--- config.mk ---
export PLATFORM = sky130hd
export DESIGN_NAME = graphics_dictionary_rle_decompressor
export DESIGN_NICKNAME = d
export VERILOG_FILES = /design/src/rtl/core/gdrle_pkg.sv /design/src/rtl/core/graphics_dictionary_rle_decompressor.sv
export SDC_FILE = /design/constraint.sdc
export NUM_CORES = 2
export LEC_CHECK = 0
export BUFFER_PORTS_ARGS = -buffer_cell sky130_fd_sc_hd__buf_4
export CORE_MARGIN = 1
export CORE_UTILIZATION = 30
export DETAILED_ROUTE_END_ITERATION = 12
export PLACE_DENSITY_LB_ADDON = 0.25
export SLEW_MARGIN = 30
export SYNTH_ARGS = -nofsm -noshare
export SYNTH_HDL_FRONTEND = slang
export SYNTH_MEMORY_MAX_BITS = 65536
export SYNTH_SLANG_ARGS = --single-unit
--- constraint.sdc ---
create_clock -name clock -period 7.2 [get_ports clock]
set_input_delay 0.72 -clock clock [delete_from_list [all_inputs] [get_ports clock]]
set_output_delay 0.72 -clock clock [all_outputs]
set_load 0.01 [all_outputs]
--- src/rtl/core/gdrle_pkg.sv ---
// shared types and constants for the dictionary run-length pixel decompressor
// no dependencies; imported by graphics_dictionary_rle_decompressor
`default_nettype none

package gdrle_pkg;

   localparam int BYTE_W        = 8;
   localparam int PAIR_W        = 16;
   localparam int LEN_W         = 20;
   localparam int SLOT_W        = 4;
   localparam int BYTE_VALUES   = 1 << BYTE_W;
   localparam int DICT_ENTRIES_DEF = 256;
   localparam int OUT_DEPTH     = 4;

   localparam logic [LEN_W-1:0]  LEN_RESET  = LEN_W'(4);
   localparam logic [SLOT_W-1:0] FLAG_SLOTS = SLOT_W'(8);

   // request action codes
   typedef enum logic [1:0] {
      ACT_START = 2'd0,
      ACT_LOAD  = 2'd1,
      ACT_CODE  = 2'd2
   } action_type;

   // one result item
   typedef struct packed {
      logic [BYTE_W-1:0] pixel_value;
      logic [BYTE_W-1:0] repeat_count;
      logic              last_of_item;
      logic              decode_done;
   } rsp_item_type;

endpackage

`default_nettype wire

--- src/rtl/core/graphics_dictionary_rle_decompressor.sv ---
// dictionary run-length pixel decompressor, top level
// depends on gdrle_pkg (types, widths, action codes)
`default_nettype none

// channel   | direction | handshake             | payload
// ----------+-----------+-----------------------+-------------------------------------------
// req       | in        | req_valid / req_ready | action, entry_index, entry_pair, code_byte
// rsp       | out       | rsp_valid / rsp_ready | pixel_value, repeat_count, last_of_item,
//           |           |                       | decode_done
// csr       | in        | csr_valid / csr_ready | output_length
//
// an item is taken into the decode stage at accept; the dictionary ram is read at the same edge
// and its data is registered. the decode stage handles a literal, flag, load or start item whole
// and a dictionary index item symbol by symbol, low byte then high byte (one symbol per cycle
// through a single symbol unit). results enter a 4-deep output queue and appear in the next
// cycle; the decode stage holds while the queue has fewer than two free places. no clearing
// pass after reset: a dictionary entry read before it is written is outside the contract.

module graphics_dictionary_rle_decompressor #(
   parameter int DICT_ENTRIES = gdrle_pkg::DICT_ENTRIES_DEF
) (
   input  wire logic                           clock,
   input  wire logic                           reset,

   input  wire logic                           req_valid,
   output      logic                           req_ready,
   input  wire logic [1:0]                     req_action,
   input  wire logic [gdrle_pkg::BYTE_W-1:0]   req_entry_index,
   input  wire logic [gdrle_pkg::PAIR_W-1:0]   req_entry_pair,
   input  wire logic [gdrle_pkg::BYTE_W-1:0]   req_code_byte,

   output      logic                           rsp_valid,
   input  wire logic                           rsp_ready,
   output      logic [gdrle_pkg::BYTE_W-1:0]   rsp_pixel_value,
   output      logic [gdrle_pkg::BYTE_W-1:0]   rsp_repeat_count,
   output      logic                           rsp_last_of_item,
   output      logic                           rsp_decode_done,

   input  wire logic                           csr_valid,
   output      logic                           csr_ready,
   input  wire logic [gdrle_pkg::LEN_W-1:0]    csr_output_length
);

   import gdrle_pkg::*;

   localparam int IDX_BITS = (DICT_ENTRIES > 1) ? $clog2(DICT_ENTRIES) : 1;
   localparam logic [BYTE_W:0] ENTRIES_LIMIT = (BYTE_W+1)'(DICT_ENTRIES);
   localparam int PTR_W = $clog2(OUT_DEPTH);
   localparam int CNT_W = PTR_W + 1;
   localparam logic [CNT_W-1:0] ROOM_LIMIT = CNT_W'(OUT_DEPTH - 2);

   // ---------------------------------------------------------------------------------------
   // index byte to dictionary address, wrapping at the dictionary size
   // ---------------------------------------------------------------------------------------
   logic [IDX_BITS-1:0] idx_lut [BYTE_VALUES];

   for (genvar gi = 0; gi < BYTE_VALUES; gi++) begin : g_idx_lut
      assign idx_lut[gi] = IDX_BITS'(gi % DICT_ENTRIES);
   end

   // ---------------------------------------------------------------------------------------
   // registers
   // ---------------------------------------------------------------------------------------
   logic [LEN_W-1:0]  len_ff;

   // decode stage: the item being worked on
   logic              b_valid_ff,  b_valid_in;
   action_type        b_action_ff;
   logic [BYTE_W-1:0] b_code_ff;
   logic              b_phase_ff,  b_phase_in;   // second symbol of an index pair

   // dictionary ram and its registered read data
   logic [PAIR_W-1:0] dict_mem [DICT_ENTRIES];
   logic [PAIR_W-1:0] rd_ff;

   // decode state
   logic [BYTE_W-1:0] flag_ff,     flag_in;
   logic [SLOT_W-1:0] slots_ff,    slots_in;
   logic              cp_ff,       cp_in;        // next symbol is a repeat count
   logic [BYTE_W-1:0] prev_ff,     prev_in;
   logic              pv_ff,       pv_in;
   logic [LEN_W-1:0]  prod_ff,     prod_in;
   logic              fin_ff,      fin_in;

   // first result of an index pair waits here until the second symbol is known
   rsp_item_type      hold_ff,     hold_in;
   logic              hold_v_ff,   hold_v_in;

   // output queue
   rsp_item_type      oq_ff [OUT_DEPTH];
   logic [PTR_W-1:0]  wp_ff,       wp_in;
   logic [PTR_W-1:0]  rp_ff,       rp_in;
   logic [CNT_W-1:0]  cnt_ff,      cnt_in;

   // ---------------------------------------------------------------------------------------
   // symbol unit: when the decode stage is not held, one symbol per cycle
   // ---------------------------------------------------------------------------------------
   logic [BYTE_W-1:0] sym;
   logic [BYTE_W-1:0] copies;
   logic [LEN_W:0]    room;
   logic              no_room;
   logic              clip;
   logic              emit_try;
   logic              res_v;
   rsp_item_type      res;
   logic              sym_fin;
   logic [LEN_W-1:0]  sym_prod;
   logic              sym_cp;
   logic [BYTE_W-1:0] sym_prev;
   logic              sym_pv;

   always_comb begin
      // low byte of the pair, high byte, or the literal itself
      if (b_phase_ff) begin
         sym = rd_ff[PAIR_W-1:BYTE_W];
      end else if (flag_ff[BYTE_W-1]) begin
         sym = rd_ff[BYTE_W-1:0];
      end else begin
         sym = b_code_ff;
      end

      copies   = cp_ff ? (sym + BYTE_W'(1)) : BYTE_W'(1);
      room     = {1'b0, len_ff} - {1'b0, prod_ff};
      no_room  = room[LEN_W] || (room == '0);
      clip     = {{(LEN_W-BYTE_W){1'b0}}, copies} >= room[LEN_W-1:0];
      emit_try = !fin_ff && (copies != '0);
      res_v    = emit_try && !no_room;

      sym_fin  = fin_ff || (emit_try && (no_room || clip));
      sym_prod = prod_ff;
      if (res_v) begin
         sym_prod = clip ? len_ff : (prod_ff + LEN_W'(copies));
      end

      res.pixel_value  = cp_ff ? prev_ff : sym;
      res.repeat_count = clip ? room[BYTE_W-1:0] : copies;
      res.last_of_item = 1'b1;
      res.decode_done  = sym_fin;

      // repeat-count symbols leave the previous pixel alone
      sym_cp   = cp_ff;
      sym_prev = prev_ff;
      sym_pv   = pv_ff;
      if (!fin_ff) begin
         if (cp_ff) begin
            sym_cp = 1'b0;
         end else begin
            sym_cp   = pv_ff && (sym == prev_ff);
            sym_prev = sym;
            sym_pv   = 1'b1;
         end
      end
   end

   // ---------------------------------------------------------------------------------------
   // decode stage control
   // ---------------------------------------------------------------------------------------
   logic              space_ok;
   logic              b_fire;
   logic              b_last;
   logic              item_done;
   logic              accept;
   logic              load_ok;
   logic              pop;
   logic [1:0]        push_cnt;
   rsp_item_type      e0;
   rsp_item_type      e1;

   assign space_ok  = cnt_ff <= ROOM_LIMIT;
   assign b_fire    = b_valid_ff && space_ok;
   // only the first half of an index pair keeps the item in the stage
   assign b_last    = !((b_action_ff == ACT_CODE) && !fin_ff && (slots_ff != '0) &&
                        !b_phase_ff && flag_ff[BYTE_W-1]);
   assign item_done = b_fire && b_last;
   assign req_ready = !reset && (!b_valid_ff || item_done);
   assign accept    = req_valid && req_ready;
   assign load_ok   = (req_action == ACT_LOAD) && ({1'b0, req_entry_index} < ENTRIES_LIMIT);
   assign pop       = rsp_valid && rsp_ready;

   always_comb begin
      flag_in    = flag_ff;
      slots_in   = slots_ff;
      cp_in      = cp_ff;
      prev_in    = prev_ff;
      pv_in      = pv_ff;
      prod_in    = prod_ff;
      fin_in     = fin_ff;
      hold_in    = hold_ff;
      hold_v_in  = hold_v_ff;
      b_phase_in = b_phase_ff;
      push_cnt   = 2'd0;
      e0         = res;
      e1         = res;

      if (b_fire) begin
         case (b_action_ff)
            ACT_START: begin
               flag_in  = '0;
               slots_in = '0;
               cp_in    = 1'b0;
               prev_in  = '0;
               pv_in    = 1'b0;
               prod_in  = '0;
               fin_in   = 1'b0;
            end
            ACT_CODE: begin
               if (b_phase_ff) begin
                  // second symbol; the held result goes out even if the first one ended the decode
                  cp_in      = sym_cp;
                  prev_in    = sym_prev;
                  pv_in      = sym_pv;
                  prod_in    = sym_prod;
                  fin_in     = sym_fin;
                  b_phase_in = 1'b0;
                  hold_v_in  = 1'b0;
                  if (hold_v_ff) begin
                     e0              = hold_ff;
                     e0.last_of_item = !res_v;
                     e1              = res;
                     push_cnt        = res_v ? 2'd2 : 2'd1;
                  end else begin
                     push_cnt = {1'b0, res_v};
                  end
               end else if (!fin_ff) begin
                  if (slots_ff == '0) begin
                     // flag byte
                     flag_in  = b_code_ff;
                     slots_in = FLAG_SLOTS;
                  end else begin
                     cp_in    = sym_cp;
                     prev_in  = sym_prev;
                     pv_in    = sym_pv;
                     prod_in  = sym_prod;
                     fin_in   = sym_fin;
                     flag_in  = {flag_ff[BYTE_W-2:0], 1'b0};
                     slots_in = slots_ff - SLOT_W'(1);
                     if (flag_ff[BYTE_W-1]) begin
                        hold_in    = res;
                        hold_v_in  = res_v;
                        b_phase_in = 1'b1;
                     end else begin
                        push_cnt = {1'b0, res_v};
                     end
                  end
               end
            end
            default: begin
            end
         endcase
      end

      if (accept) begin
         b_valid_in = 1'b1;
      end else if (item_done) begin
         b_valid_in = 1'b0;
      end else begin
         b_valid_in = b_valid_ff;
      end

      wp_in  = wp_ff + PTR_W'(push_cnt);
      rp_in  = rp_ff + PTR_W'(pop);
      cnt_in = cnt_ff + CNT_W'(push_cnt) - CNT_W'(pop);
   end

   // ---------------------------------------------------------------------------------------
   // dictionary ram: written by loads, read for every accepted item
   // ---------------------------------------------------------------------------------------
   always_ff @(posedge clock) begin
      if (accept && load_ok) begin
         dict_mem[req_entry_index[IDX_BITS-1:0]] <= req_entry_pair;
      end
      if (accept) begin
         rd_ff <= dict_mem[idx_lut[req_code_byte]];
      end
   end

   // ---------------------------------------------------------------------------------------
   // state registers
   // ---------------------------------------------------------------------------------------
   always_ff @(posedge clock) begin
      if (reset) begin
         len_ff     <= LEN_RESET;
         b_valid_ff <= 1'b0;
         b_phase_ff <= 1'b0;
         flag_ff    <= '0;
         slots_ff   <= '0;
         cp_ff      <= 1'b0;
         prev_ff    <= '0;
         pv_ff      <= 1'b0;
         prod_ff    <= '0;
         fin_ff     <= 1'b0;
         hold_v_ff  <= 1'b0;
         wp_ff      <= '0;
         rp_ff      <= '0;
         cnt_ff     <= '0;
      end else begin
         if (csr_valid) begin
            len_ff <= csr_output_length;
         end
         b_valid_ff <= b_valid_in;
         b_phase_ff <= b_phase_in;
         flag_ff    <= flag_in;
         slots_ff   <= slots_in;
         cp_ff      <= cp_in;
         prev_ff    <= prev_in;
         pv_ff      <= pv_in;
         prod_ff    <= prod_in;
         fin_ff     <= fin_in;
         hold_v_ff  <= hold_v_in;
         wp_ff      <= wp_in;
         rp_ff      <= rp_in;
         cnt_ff     <= cnt_in;
      end
   end

   // payload registers
   always_ff @(posedge clock) begin
      if (accept) begin
         b_action_ff <= action_type'(req_action);
         b_code_ff   <= req_code_byte;
      end
      hold_ff <= hold_in;
      if (push_cnt != 2'd0) begin
         oq_ff[wp_ff] <= e0;
      end
      if (push_cnt == 2'd2) begin
         oq_ff[wp_ff + PTR_W'(1)] <= e1;
      end
   end

   // ---------------------------------------------------------------------------------------
   // outputs
   // ---------------------------------------------------------------------------------------
   assign csr_ready        = !reset;
   assign rsp_valid        = cnt_ff != '0;
   assign rsp_pixel_value  = oq_ff[rp_ff].pixel_value;
   assign rsp_repeat_count = oq_ff[rp_ff].repeat_count;
   assign rsp_last_of_item = oq_ff[rp_ff].last_of_item;
   assign rsp_decode_done  = oq_ff[rp_ff].decode_done;

endmodule

`default_nettype wire

==> results.tsv <==
stage	metric	value	unit
logic_synthesis	syn avg cell area	23.3	um2
sta	relative slew slack	30.2	%
setup_path	startpoint types	flop	
sta	final setup TNS	0	ps
grt	GRT Util Overall	14.9	%
sta	RSZ-0062 raised after global routing	no	
logic_synthesis	synth unique cells	85	
logic_synthesis	Post-Syn Area	0.167	mm2
final_layout	fill count	50700	
route	post-route DRC violation count	0	
setup_path	CP delay by family, top	simple AND/OR/NAND/NOR gates	
setup_path	Setup crit end kind	flop	
logic_synthesis	number of synthesized flops with an enable pin	4207	
grt	vias in the first global route	80000	
final_layout	layout cells sized above 1	31.9	%
logic_synthesis	post-synth top area cell	edfxtp_1	
clocking	Clock Latency Late Sink	1020	ps
setup_path	Slowest-stage cell, CP	mux2i_1	
setup_path	critical path's largest stage delay	580	ps
pwr	sequential power share	52.1	%
clocking	clk slew on worst S/H paths	60	ps
logic_synthesis	Post-synth top flop	edfxtp_1	
logic_synthesis	top cell type's share of synthesized area	75.6	%
clocking	CTS H-tree depth	5	
setup_path	Req. time, crit path	7840	ps
final_layout	area delta synth->final	16.0	%
floorplan	I/O pin cnt	80	
route	total iterations of the first detailed-routing run	6	
logic_synthesis	sequential area share after synthesis	76.5	%
hold_path	Hold Path Class	in -> reg	
grt	antenna violations before repair	34	
sta	Worst Skew	71.1	ps
logic_synthesis	Yosys reg bits	4284	
clocking	postcts setup bufs	0	
final_layout	area of the multi-input gates	0.0378	mm2
route	wirelength, routed	426000	um
place	dpl hpwl	260000	um
pwr	pwr/cell area	272	mW/mm2
pwr	Comb power frac	5.6	%
pwr	clock power share	42.3	%
floorplan	Die Ht	748	um
clocking	TritonCTS Buffers	445	
clocking	CTS tree	built	
sta	final setup vio count	0	
logic_synthesis	asr flop ratio synth	0	%
floorplan	starting density of the core	30.2	%
place	port bufs	79	
place	GPL Wtd Cong	0.806	
final_layout	nets	7843	
grt	first-pass GRT wire length	609000	um
floorplan	Rows	273	
logic_synthesis	Mapped Cells	7176	
route	initial DRC count	7812	
setup_path	Buf+Inv Stages, Crit Path	2	
floorplan	die width	748	um
sta	Final Critical Period	6070	ps
route	drt wl/cell	27.4	um
outcome	status	completed	
setup_path	Critical Path AT	6720	ps
floorplan	total core area	0.554	mm2
pwr	Peak VDD IR	240	uV
setup_path	worst-path cell chain	inv_1 -> ha_1 -> fa_1 -> nand2b_1 -> a21oi_1 -> nor2_1 -> xor2_1 -> o2111a_1 -> nor4b_1 -> nand4bb_1 -> and3_1 -> ha_1 -> nand2_1 -> nor2_1 -> a21oi_2 -> mux2i_1 -> or2_1 -> inv_1	
clocking	PostCTS Resize Cnt	0	
route	Antenna Violating Nets Remaining	0	
pwr	Leak	59.4	nW
pwr	Net Sw Power	0.0115	W
final_layout	Post-Layout Cell Count	15500	
final_layout	Storage cell area	0.128	mm2
sta	Tcrit/Tclk final	84.4	%
final_layout	Layout Utilization	35.0	%
place	Inst Count DP	14700	
route	routed vias	77100	
pwr	total internal power	0.0412	W
clocking	Clock Sink Count	4284	
run	MaxCap Viol Count	0	
floorplan	Die ar.	0.560	mm2
setup_path	critical path type	reg -> reg	
sta	Max Slew Vio Count	0	
sta	FMAX	0.165	GHz
logic_synthesis	Synth Warn #	0	
clocking	clk buf depth	4	
grt	pin count of the biggest net entering global routing	189	
sta	final hold vios	0	
grt	overflow left after global routing	0	
logic_synthesis	synth top area cells	edfxtp_1 (76%), mux4_2 (19%), dfxtp_1 (0.92%)	
logic_synthesis	Synth Net Count	7283	
setup_path	CP Max Fanout	17	
sta	Worst Max-Slew Pin Slew	1050	ps
pwr	sw frac	21.8	%
clocking	clk root buf	clkbuf_16	
route	Vias/cell	4.96	
## power by group through the flow
stage	Clock, W	Sequential [W]	Combinational (W)
2_1_floorplan	0	0.0279	0.00153
3_3_place_gp	0	0.0280	0.00293
3_5_place_dp	0	0.0280	0.00299
4_1_cts	0.0229	0.0274	0.00301
5_1_grt	0.0237	0.0274	0.00312
6_report	0.0223	0.0274	0.00295
## metal layers
metal / global-route usage (%) / routed length (um) / vias up
li1: - / - / 31900
met1: 21.1 / 186000 / 42300
met2: 24.1 / 203000 / 2384
met3: 2.44 / 26700 / 533
met4: 3.56 / 10000 / 22
met5: 0 / 143 / -
## kinds of logic (layout without fill, tap and decap cells)
group	Yosys count	in the layout	share of synthesized area, %
AOI/OAI and AO/OA	296	296	1.24
adders and majority gates	48	48	0.373
and+or+nand+nor	635	635	1.70
DFF	4284	4284	76.5
buffers and inverters	453	1390	1.09
other	0	9	0
xor gates and xnor gates	28	28	0.147
muxes	1432	1432	18.9
## final cells by class
type                            count  area share, %
Antenna cell                        9         0.0116
Timing Repair Buffer              500           2.36
Sequential cell                  4284           65.9
Tap cell                         7425           4.79
Multi-Input combinational cell   2439           19.5
Clock buffer                      562           6.03
Clock inverter                    262           1.23
Inverter                           66          0.132
## sequential cells by signal (all words and copies together), names as in the netlist, 2 cells and up
register / cells
b_action_ff: 2
b_code_ff: 8
cnt_ff: 3
dict_mem: 4096
flag_ff: 8
hold_ff: 17
len_ff: 20
oq_ff: 72
prev_ff: 8
prod_ff: 20
rd_ff: 16
rp_ff: 2
slots_ff: 4
wp_ff: 2
## synthesized netlist by cell type, drive strengths merged, types with 7 or more instances
library cell  count
edfxtp         4207
mux4           1378
nor2            363
clkbuf          266
buf             121
nand2           113
a21oi            79
dfxtp            77
o21ai            74
inv              65
mux2i            47
ha               45
nor3             36
a22o             35
nand3            27
a211oi           20
xnor2            18
nor2b            17
a21o             15
o21a             14
nor4             11
and3             10
nand4            10
or3              10
xor2             10
and2              9
a22oi             8
mux2              7
## path summary, 6_finish.rpt
kind | start | endpoint | slack, ps | cells after the start
setup / recovery | len_ff[0] | oq_ff[1][11] | 1130 | 18
hold reg to reg | prod_ff[6] | prod_ff[6] | 470 | 2
hold / removal | req_entry_pair[12] | dict_mem[245][12] | 60 | 1
setup reg to reg | len_ff[0] | oq_ff[1][11] | 1130 | 18
## worst register-to-register path, cell delays in order (launching register included)
cell and delay, ps:
dfxtp_1 340, inv_1 60, ha_1 240, fa_1 430, nand2b_1 180, a21oi_1 380, nor2_1 130, xor2_1 290
o2111a_1 290, nor4b_1 240, nand4bb_1 300, and3_1 300, ha_1 290, nand2_1 100, nor2_1 70, a21oi_2 510
mux2i_1 580, or2_1 490, inv_1 470
## placed cells by master (no fill, tap or decap), types with 20 or more instances in the layout
cell type      Yosys  final
a21oi_1           70     70
a22o_1            35     35
buf_12             0     33
buf_4              6    398
bufinv_16          0     32
clkbuf_1         266    111
clkbuf_16          0    451
clkinv_1           1    105
clkinv_2           0     86
dfxtp_1           77     76
dlygate4sd3_1      0     38
edfxtp_1        4207   4207
ha_1              45     45
inv_1             63     62
mux2i_1           42     42
mux4_2          1378   1378
nand2_1          113    112
nand3_1           27     20
nor2_1           363    297
nor2_2             0     36
nor2_4             0     30
nor3_1            31     30
o21ai_0           53     52
o21ai_1           21     22
## metrics by stage
step,cell area [um2],setup WS (ps),hold slack (ps),total power [W]
final,194000,1130,63.8,0.0527
after global routing,194000,638,32.6,0.0543
after CTS,194000,1100,15.9,0.0533
after detailed placement,179000,1140,463,0.0309
after global placement,179000,1280,433,0.0309
after floorplan,167000,2070,419,0.0295
## repair_timing
item / CTS / global route
setup endpoints to repair: 0 / 0
hold buffers: 38 / 0
endpoints found under the hold margin: 23 / 0
No activity file was read; power rests on OpenSTA's default activity.
